**src/rtl/rhc_pkg.sv**
```systemverilog
// Shared types and constants for the RGB to HSV converter.
// No dependencies; imported by rhc_div_step and rgb_to_hsv_converter.

package rhc_pkg;

    // Width of every pixel field, input and output.
    localparam int FIELD_W = 12;

    // Hue divisor is six times the chroma; 6 * 4095 fits in 15 bits.
    localparam int HUE_DEN_W = FIELD_W + 3;
    // Saturation divisor is the value itself.
    localparam int SAT_DEN_W = FIELD_W;

    // Hue sector, chosen in priority order red, green, blue.
    typedef enum logic [1:0] {
        SECT_RED   = 2'd0,
        SECT_GREEN = 2'd1,
        SECT_BLUE  = 2'd2
    } sector_t;

    // Partial remainders and divisors of the two fraction dividers.
    // Both divisions have a dividend below the divisor, so each step
    // yields exactly one quotient bit.
    typedef struct packed {
        logic [HUE_DEN_W-1:0] hue_rem;
        logic [HUE_DEN_W-1:0] hue_den;
        logic [SAT_DEN_W-1:0] sat_rem;
        logic [SAT_DEN_W-1:0] sat_den;
    } div_slot_t;

endpackage

```
**src/rtl/rhc_div_step.sv**
```systemverilog
// One restoring division step for the hue and saturation dividers.
// Depends on rhc_pkg for the divider slot type and widths.

module rhc_div_step
    import rhc_pkg::*;
(
    input  div_slot_t slot_in,
    output div_slot_t slot_out,
    output logic      hue_bit,
    output logic      sat_bit
);

    logic [HUE_DEN_W:0] hue_shift;
    logic [HUE_DEN_W:0] hue_diff;
    logic [SAT_DEN_W:0] sat_shift;
    logic [SAT_DEN_W:0] sat_diff;

    // Double the remainder and subtract the divisor when it fits.
    assign hue_shift = {slot_in.hue_rem, 1'b0};
    assign hue_diff  = hue_shift - {1'b0, slot_in.hue_den};
    assign hue_bit   = (hue_shift >= {1'b0, slot_in.hue_den});

    assign sat_shift = {slot_in.sat_rem, 1'b0};
    assign sat_diff  = sat_shift - {1'b0, slot_in.sat_den};
    assign sat_bit   = (sat_shift >= {1'b0, slot_in.sat_den});

    always_comb
    begin
        slot_out.hue_den = slot_in.hue_den;
        slot_out.sat_den = slot_in.sat_den;
        slot_out.hue_rem = hue_bit ? hue_diff[HUE_DEN_W-1:0] : hue_shift[HUE_DEN_W-1:0];
        slot_out.sat_rem = sat_bit ? sat_diff[SAT_DEN_W-1:0] : sat_shift[SAT_DEN_W-1:0];
    end

endmodule

```
**src/rtl/rgb_to_hsv_converter.sv**
```systemverilog
// Top level of the pipelined RGB to HSV pixel converter.
// Depends on rhc_pkg and rhc_div_step.
//
//  Channel | Signals                          | Direction | Transfer when
//  --------+----------------------------------+-----------+------------------------
//  pixel   | pixel_valid, red, green, blue    | in        | pixel_valid && !pixel_stall
//          | pixel_stall                      | out       |
//  hsv     | hsv_valid, hue, saturation, value| out       | hsv_valid && !hsv_stall
//          | hsv_stall                        | in        |
//
// One pixel can enter in every clock cycle while pixel_stall is low. A pixel's result
// passes through the registers for the max/min, the chroma and the hue numerator,
// then the divider registers, which produce the hue and saturation quotient bits
// together, and finally the output register.
// Reset clears only the valid bits of the pipeline; payload is not reset.
// When a result waits on hsv_stall the whole pipeline holds, and
// pixel_stall is raised in that same cycle, so nothing is lost or repeated.

module rgb_to_hsv_converter
    import rhc_pkg::*;
#(
    parameter int FRAC_BITS = 12
)
(
    input  logic               clk,
    input  logic               rst_n,
    input  logic               pixel_valid,
    output logic               pixel_stall,
    input  logic [FIELD_W-1:0] red,
    input  logic [FIELD_W-1:0] green,
    input  logic [FIELD_W-1:0] blue,
    output logic               hsv_valid,
    input  logic               hsv_stall,
    output logic [FIELD_W-1:0] hue,
    output logic [FIELD_W-1:0] saturation,
    output logic [FIELD_W-1:0] value
);

    localparam int NUM_W = HUE_DEN_W + 1;

    // The whole pipeline moves together unless a finished result is held.
    logic advance;

    assign advance     = !(hsv_valid && hsv_stall);
    assign pixel_stall = !advance;

    // ------------------------------------------------------------------
    // Stage A: maximum, minimum and sector.
    // ------------------------------------------------------------------
    logic               a_valid_reg;
    logic [FIELD_W-1:0] a_r_reg, a_g_reg, a_b_reg;
    logic [FIELD_W-1:0] a_max_reg, a_min_reg;
    sector_t            a_sector_reg;
    logic [FIELD_W-1:0] a_max_next, a_min_next;
    sector_t            a_sector_next;

    always_comb
    begin
        a_max_next = red;
        if (green > a_max_next)
        begin
            a_max_next = green;
        end
        if (blue > a_max_next)
        begin
            a_max_next = blue;
        end
        a_min_next = red;
        if (green < a_min_next)
        begin
            a_min_next = green;
        end
        if (blue < a_min_next)
        begin
            a_min_next = blue;
        end
        // Ties go to the first channel in priority order.
        if (a_max_next == red)
        begin
            a_sector_next = SECT_RED;
        end
        else if (a_max_next == green)
        begin
            a_sector_next = SECT_GREEN;
        end
        else
        begin
            a_sector_next = SECT_BLUE;
        end
    end

    // ------------------------------------------------------------------
    // Stage B: chroma and the signed channel difference of the sector.
    // ------------------------------------------------------------------
    logic                      b_valid_reg;
    logic [FIELD_W-1:0]        b_max_reg, b_chroma_reg;
    logic signed [FIELD_W:0]   b_diff_reg;
    sector_t                   b_sector_reg;
    logic [FIELD_W-1:0]        b_chroma_next;
    logic signed [FIELD_W:0]   b_diff_next;

    assign b_chroma_next = a_max_reg - a_min_reg;

    always_comb
    begin
        case (a_sector_reg)
            SECT_RED:
            begin
                b_diff_next = $signed({1'b0, a_g_reg}) - $signed({1'b0, a_b_reg});
            end
            SECT_GREEN:
            begin
                b_diff_next = $signed({1'b0, a_b_reg}) - $signed({1'b0, a_r_reg});
            end
            SECT_BLUE:
            begin
                b_diff_next = $signed({1'b0, a_r_reg}) - $signed({1'b0, a_g_reg});
            end
            default:
            begin
                b_diff_next = '0;
            end
        endcase
    end

    // ------------------------------------------------------------------
    // Stage C: hue numerator wrapped into [0, 6C), divider operands.
    // ------------------------------------------------------------------
    logic [NUM_W-1:0]        c_two_c, c_four_c, c_six_c, c_base;
    logic signed [NUM_W-1:0] c_num_raw, c_num;
    div_slot_t               c_slot_next;
    logic                    c_full_next;

    assign c_two_c  = {{(NUM_W-FIELD_W-1){1'b0}}, b_chroma_reg, 1'b0};
    assign c_four_c = {{(NUM_W-FIELD_W-2){1'b0}}, b_chroma_reg, 2'b00};
    assign c_six_c  = c_two_c + c_four_c;

    always_comb
    begin
        case (b_sector_reg)
            SECT_RED:   c_base = '0;
            SECT_GREEN: c_base = c_two_c;
            SECT_BLUE:  c_base = c_four_c;
            default:    c_base = '0;
        endcase
        c_num_raw = $signed(c_base) + NUM_W'(b_diff_reg);
        // Only a negative red-sector difference can land below zero.
        if (c_num_raw < 0)
        begin
            c_num = c_num_raw + $signed(c_six_c);
        end
        else
        begin
            c_num = c_num_raw;
        end

        // Gray pixels divide zero by one, giving a hue of zero.
        c_slot_next.hue_rem = c_num[HUE_DEN_W-1:0];
        if (b_chroma_reg == '0)
        begin
            c_slot_next.hue_den = HUE_DEN_W'(1);
        end
        else
        begin
            c_slot_next.hue_den = c_six_c[HUE_DEN_W-1:0];
        end

        // Chroma equal to value saturates (or is black, handled by a zero
        // value); both run a zero-over-one division and use the flag.
        c_full_next = (b_chroma_reg == b_max_reg) && (b_max_reg != '0);
        if (b_chroma_reg == b_max_reg)
        begin
            c_slot_next.sat_rem = '0;
            c_slot_next.sat_den = SAT_DEN_W'(1);
        end
        else
        begin
            c_slot_next.sat_rem = b_chroma_reg;
            c_slot_next.sat_den = b_max_reg;
        end
    end

    // ------------------------------------------------------------------
    // Divider pipeline: index 0 holds the operands, index k holds the
    // state after k quotient bits.
    // ------------------------------------------------------------------
    logic                 d_valid_reg [0:FRAC_BITS];
    div_slot_t            d_slot_reg  [0:FRAC_BITS];
    logic [FRAC_BITS-1:0] d_hue_q_reg [0:FRAC_BITS];
    logic [FRAC_BITS-1:0] d_sat_q_reg [0:FRAC_BITS];
    logic [FIELD_W-1:0]   d_max_reg   [0:FRAC_BITS];
    logic                 d_full_reg  [0:FRAC_BITS];

    // Stages A, B and the divider entry.
    always_ff @(posedge clk or negedge rst_n)
    begin
        if (!rst_n)
        begin
            a_valid_reg    <= 1'b0;
            b_valid_reg    <= 1'b0;
            d_valid_reg[0] <= 1'b0;
        end
        else if (advance)
        begin
            a_valid_reg    <= pixel_valid;
            b_valid_reg    <= a_valid_reg;
            d_valid_reg[0] <= b_valid_reg;
        end
    end

    always_ff @(posedge clk)
    begin
        if (advance)
        begin
            a_r_reg        <= red;
            a_g_reg        <= green;
            a_b_reg        <= blue;
            a_max_reg      <= a_max_next;
            a_min_reg      <= a_min_next;
            a_sector_reg   <= a_sector_next;
            b_max_reg      <= a_max_reg;
            b_chroma_reg   <= b_chroma_next;
            b_diff_reg     <= b_diff_next;
            b_sector_reg   <= a_sector_reg;
            d_slot_reg[0]  <= c_slot_next;
            d_hue_q_reg[0] <= '0;
            d_sat_q_reg[0] <= '0;
            d_max_reg[0]   <= b_max_reg;
            d_full_reg[0]  <= c_full_next;
        end
    end

    for (genvar k = 1; k <= FRAC_BITS; k++)
    begin : g_div
        div_slot_t slot_next;
        logic      hue_bit;
        logic      sat_bit;

        rhc_div_step u_step (
            .slot_in  (d_slot_reg[k-1]),
            .slot_out (slot_next),
            .hue_bit  (hue_bit),
            .sat_bit  (sat_bit)
        );

        always_ff @(posedge clk or negedge rst_n)
        begin
            if (!rst_n)
            begin
                d_valid_reg[k] <= 1'b0;
            end
            else if (advance)
            begin
                d_valid_reg[k] <= d_valid_reg[k-1];
            end
        end

        always_ff @(posedge clk)
        begin
            if (advance)
            begin
                d_slot_reg[k]  <= slot_next;
                d_hue_q_reg[k] <= {d_hue_q_reg[k-1][FRAC_BITS-2:0], hue_bit};
                d_sat_q_reg[k] <= {d_sat_q_reg[k-1][FRAC_BITS-2:0], sat_bit};
                d_max_reg[k]   <= d_max_reg[k-1];
                d_full_reg[k]  <= d_full_reg[k-1];
            end
        end
    end

    // ------------------------------------------------------------------
    // Output register: saturate and fit the quotients to the field width.
    // ------------------------------------------------------------------
    logic                         hsv_valid_reg;
    logic [FIELD_W-1:0]           hue_reg, saturation_reg, value_reg;
    logic [FRAC_BITS-1:0]         sat_q;
    logic [FRAC_BITS+FIELD_W-1:0] hue_ext, sat_ext;

    assign sat_q   = d_full_reg[FRAC_BITS] ? {FRAC_BITS{1'b1}} : d_sat_q_reg[FRAC_BITS];
    assign hue_ext = {{FIELD_W{1'b0}}, d_hue_q_reg[FRAC_BITS]};
    assign sat_ext = {{FIELD_W{1'b0}}, sat_q};

    always_ff @(posedge clk or negedge rst_n)
    begin
        if (!rst_n)
        begin
            hsv_valid_reg <= 1'b0;
        end
        else if (advance)
        begin
            hsv_valid_reg <= d_valid_reg[FRAC_BITS];
        end
    end

    always_ff @(posedge clk)
    begin
        if (advance)
        begin
            hue_reg        <= hue_ext[FIELD_W-1:0];
            saturation_reg <= sat_ext[FIELD_W-1:0];
            value_reg      <= d_max_reg[FRAC_BITS];
        end
    end

    assign hsv_valid  = hsv_valid_reg;
    assign hue        = hue_reg;
    assign saturation = saturation_reg;
    assign value      = value_reg;

endmodule

```
**config.mk**
```make
export PLATFORM = sky130hd
export DESIGN_NAME = rgb_to_hsv_converter
export DESIGN_NICKNAME = d
export VERILOG_FILES = /design/src/rtl/rhc_pkg.sv /design/src/rtl/rhc_div_step.sv /design/src/rtl/rgb_to_hsv_converter.sv
export SDC_FILE = /design/constraint.sdc
export NUM_CORES = 2
export LEC_CHECK = 0
export ABC_CLOCK_PERIOD_IN_PS = 69200
export BUFFER_PORTS_ARGS = -buffer_cell sky130_fd_sc_hd__buf_2
export CAP_MARGIN = 20
export CELL_PAD_IN_SITES_DETAIL_PLACEMENT = 1
export CELL_PAD_IN_SITES_GLOBAL_PLACEMENT = 1
export CORE_MARGIN = 8
export CORE_UTILIZATION = 28
export DETAILED_ROUTE_END_ITERATION = 8
export PLACE_DENSITY = 0.53
export SLEW_MARGIN = 40
export SYNTH_ARGS = -nofsm -noshare
export SYNTH_HDL_FRONTEND = slang
export SYNTH_SLANG_ARGS = --single-unit
```
**constraint.sdc**
```tcl
create_clock -name clk -period 69.2 [get_ports clk]
set_input_delay 13.84 -clock clk [delete_from_list [all_inputs] [get_ports clk]]
set_output_delay 13.84 -clock clk [all_outputs]
set_load 0.005 [all_outputs]
```
==> flow_metrics.py <==
metrics = {
    "worst_setup_path": {
        "critPathTopFamily": "buffers and inverters",
        "required_ps": 55360,
        "cpPeakStageDelay_ps": 250,
        "endpoint_kind": "output port",
        "crit_path_max_fanout": 23,
        "crit_top_cell": "buf_2",
        "crit_slowest_cell": "nand2_4",
        "crit_arrival_ps": 14420,
        "worst-path-buf-inv": 3,
        "startpoint_type": "input port",
        "path_cells": "buf_2, nand2_4, inv_1, buf_2",
        "path_class": "input port to output port",
    },
    "global_routing": {
        "antenna_found_initial": 1,
        "grt_pass1_vias": 37700,
        "overflow": 0,
        "track_usage": 0.111,
        "grt_first_pass_wirelength_microns": 201000,
        "grt_max_degree": 86,
    },
    "synthesis": {
        "syn_area_sq_um": 58200,
        "ys_seq_elements": 1126,
        "yosys_warnings": 0,
        "async_reset_ff_frac": 0.0142,
        "synthCells": 4576,
        "syn_nets": 5097,
        "avgSynthCellArea_sq_um": 12.7,
        "synth_edf_count": 1110,
        "ys_seq_area_frac": 0.580,
        "synth_ff_type": "edfxtp_1",
        "ys_types": 70,
    },
    "floorplanning": {
        "rows": 167,
        "ioPinCount": 78,
        "core_sq_um": 207000,
        "die_y_microns": 472,
        "chipWidth_microns": 472,
        "dieArea_sq_um": 223000,
        "initial_core_util": 0.281,
    },
    "job": {
        "drv_cap": 0,
    },
    "layout": {
        "drive_above_1_share": 0.119,
        "nets": 5289,
        "area_growth_pct": 14.6,
        "largest_reg_flops": 648,
    },
    "min_path": {
        "hp-class": "flop to flop",
    },
    "clock_tree": {
        "cts_tree": "yes",
        "cts_made_buffers": 139,
        "root_buffer": "clkbuf_16",
        "cts_sinks": 1126,
        "clkTransAtPathRegs_ps": 60,
        "cts_resized": 0,
        "h-tree-depth": 4,
        "clock_latency_ps": 800,
        "post_cts_buffers": 0,
        "clockBufferDepth": 3,
        "hold_buffers": 0,
    },
    "timing": {
        "slew_headroom": 0.450,
        "slew_violations": 0,
        "setup_viol": 0,
        "rsz0062_at_grt": "no",
        "period_share": 0.408,
        "finalHoldViolCount": 0,
        "fin_ws_ps": 40940,
        "timing.fmax_ghz": 0.0354,
        "skew_ps": 61.5,
        "tns_ps": 0,
        "min_period_ps": 28260,
        "tightestPinTransition_ps": 824,
    },
    "route": {
        "wl_per_cell_microns": 16.5,
        "final_antenna_net_count": 0,
        "drtIter0Drc": 1232,
        "vias": 34600,
        "drt-vias-per-instance": 4.57,
        "drtPass1Iterations": 6,
        "drt_wl_total_microns": 125000,
        "drc": 0,
    },
    "placed_design": {
        "portBuffers": 77,
        "dp_hpwl_microns": 95200,
        "dpl_worst_slack_ps": 40910,
        "finalWeightedCongestion": 0.799,
    },
    "status": {
        "status": "complete, no violations",
    },
}
worst paths after layout:
kind                             startpoint                 to  slack [ps]  cells after the start
min in group asynchronous             rst_n          hsv_valid       12970                      1
min reg2reg                d_full_reg[1][0]   d_full_reg[1][1]         400                      0
min                        d_full_reg[1][0]   d_full_reg[1][1]         400                      0
max                               hsv_stall        pixel_stall       40940                      4
max reg2reg                 b_sector_reg[1]  d_slot_reg[0][53]       64530                     17
max in group asynchronous             rst_n        a_valid_reg       55960                      1
synthesized netlist by cell type, types with 21 or more instances:
cell type	n	area [sq um]
a211oi_1	39	293
a21boi_0	53	398
a21o_1	106	796
a21oi_1	184	921
a31oi_1	46	288
and2_1	32	200
and3_1	21	131
clkbuf_1	33	124
edfxtp_1	1110	33300
fa_1	29	581
ha_1	452	5660
inv_1	554	2080
mux2_2	160	1800
mux2_4	48	721
mux2i_1	43	430
nand2_1	180	676
nand2b_1	58	363
nand3_1	57	285
nand4_1	50	313
nor2_1	293	1100
nor2b_1	67	419
nor3_1	77	385
nor4_1	41	257
o21a_1	47	353
o21ai_0	184	921
o21bai_1	29	218
o31ai_1	25	188
o41ai_1	26	228
or2_2	28	175
or3_1	33	206
xnor2_1	164	1440
xor2_1	110	963
area by class of cell:
| class | count | area (sq um) |
|---|---|---|
| fillers | 22200 | 140000 |
| flip-flops and latches | 1126 | 33700 |
| multi-input cells | 2836 | 22100 |
| clock buffers | 165 | 3620 |
| well taps | 2704 | 3380 |
| inverters | 554 | 2080 |
| clock inverters | 84 | 1090 |
| repair buffers | 111 | 698 |
| diodes | 2 | 5.00 |
per-layer routing:
layer | vias to the layer above | part of all wire | global-route usage
met3 | 200 | 0.030 | 0.0226
met4 | 0 | 0.027 | 0.0366
met5 | - | 0 | 0
li1 | 17100 | - | -
met1 | 16900 | 0.39 | 0.114
met2 | 363 | 0.55 | 0.220
cell families after synthesis:
| logic type | share of synthesized area |
|---|---|
| mux | 0.0513 |
| flops | 0.580 |
| buf+inv | 0.0424 |
| xor+xnor | 0.0412 |
| compound gates | 0.0966 |
| simple gates | 0.0817 |
| fa+ha+maj | 0.107 |
through the flow:
stage | cells | hold slack, ps | utilization | area (sq um)
floorplan | 4576 | 400 | - | 58200
global placement | 7329 | 400 | 0.299 | 61900
detailed placement | 7329 | 405 | 0.299 | 61900
CTS | 7578 | 391 | 0.322 | 66600
global route | 7581 | 411 | 0.322 | 66700
finish | 7582 | 396 | 0.322 | 66700
cells in the final DEF, fill, tap and decap left out, drive strengths merged, types with 53 or more instances in the layout:
| cell type | instances |
|---|---|
| nand2b | 58 |
| nand3 | 57 |
| nor2b | 67 |
| clkbuf | 165 |
| nor3 | 77 |
| a21oi | 185 |
| xnor2 | 164 |
| buf | 111 |
| nor2 | 293 |
| nand2 | 180 |
| clkinv | 57 |
| a21o | 106 |
| a21boi | 53 |
| edfxtp | 1110 |
| mux2 | 211 |
| xor2 | 110 |
| ha | 452 |
| o21ai | 191 |
| inv | 559 |
Power is left out: the tool's default activity adds up to more than one toggle a clock period on the data nets, which glitch-free logic cannot reach.
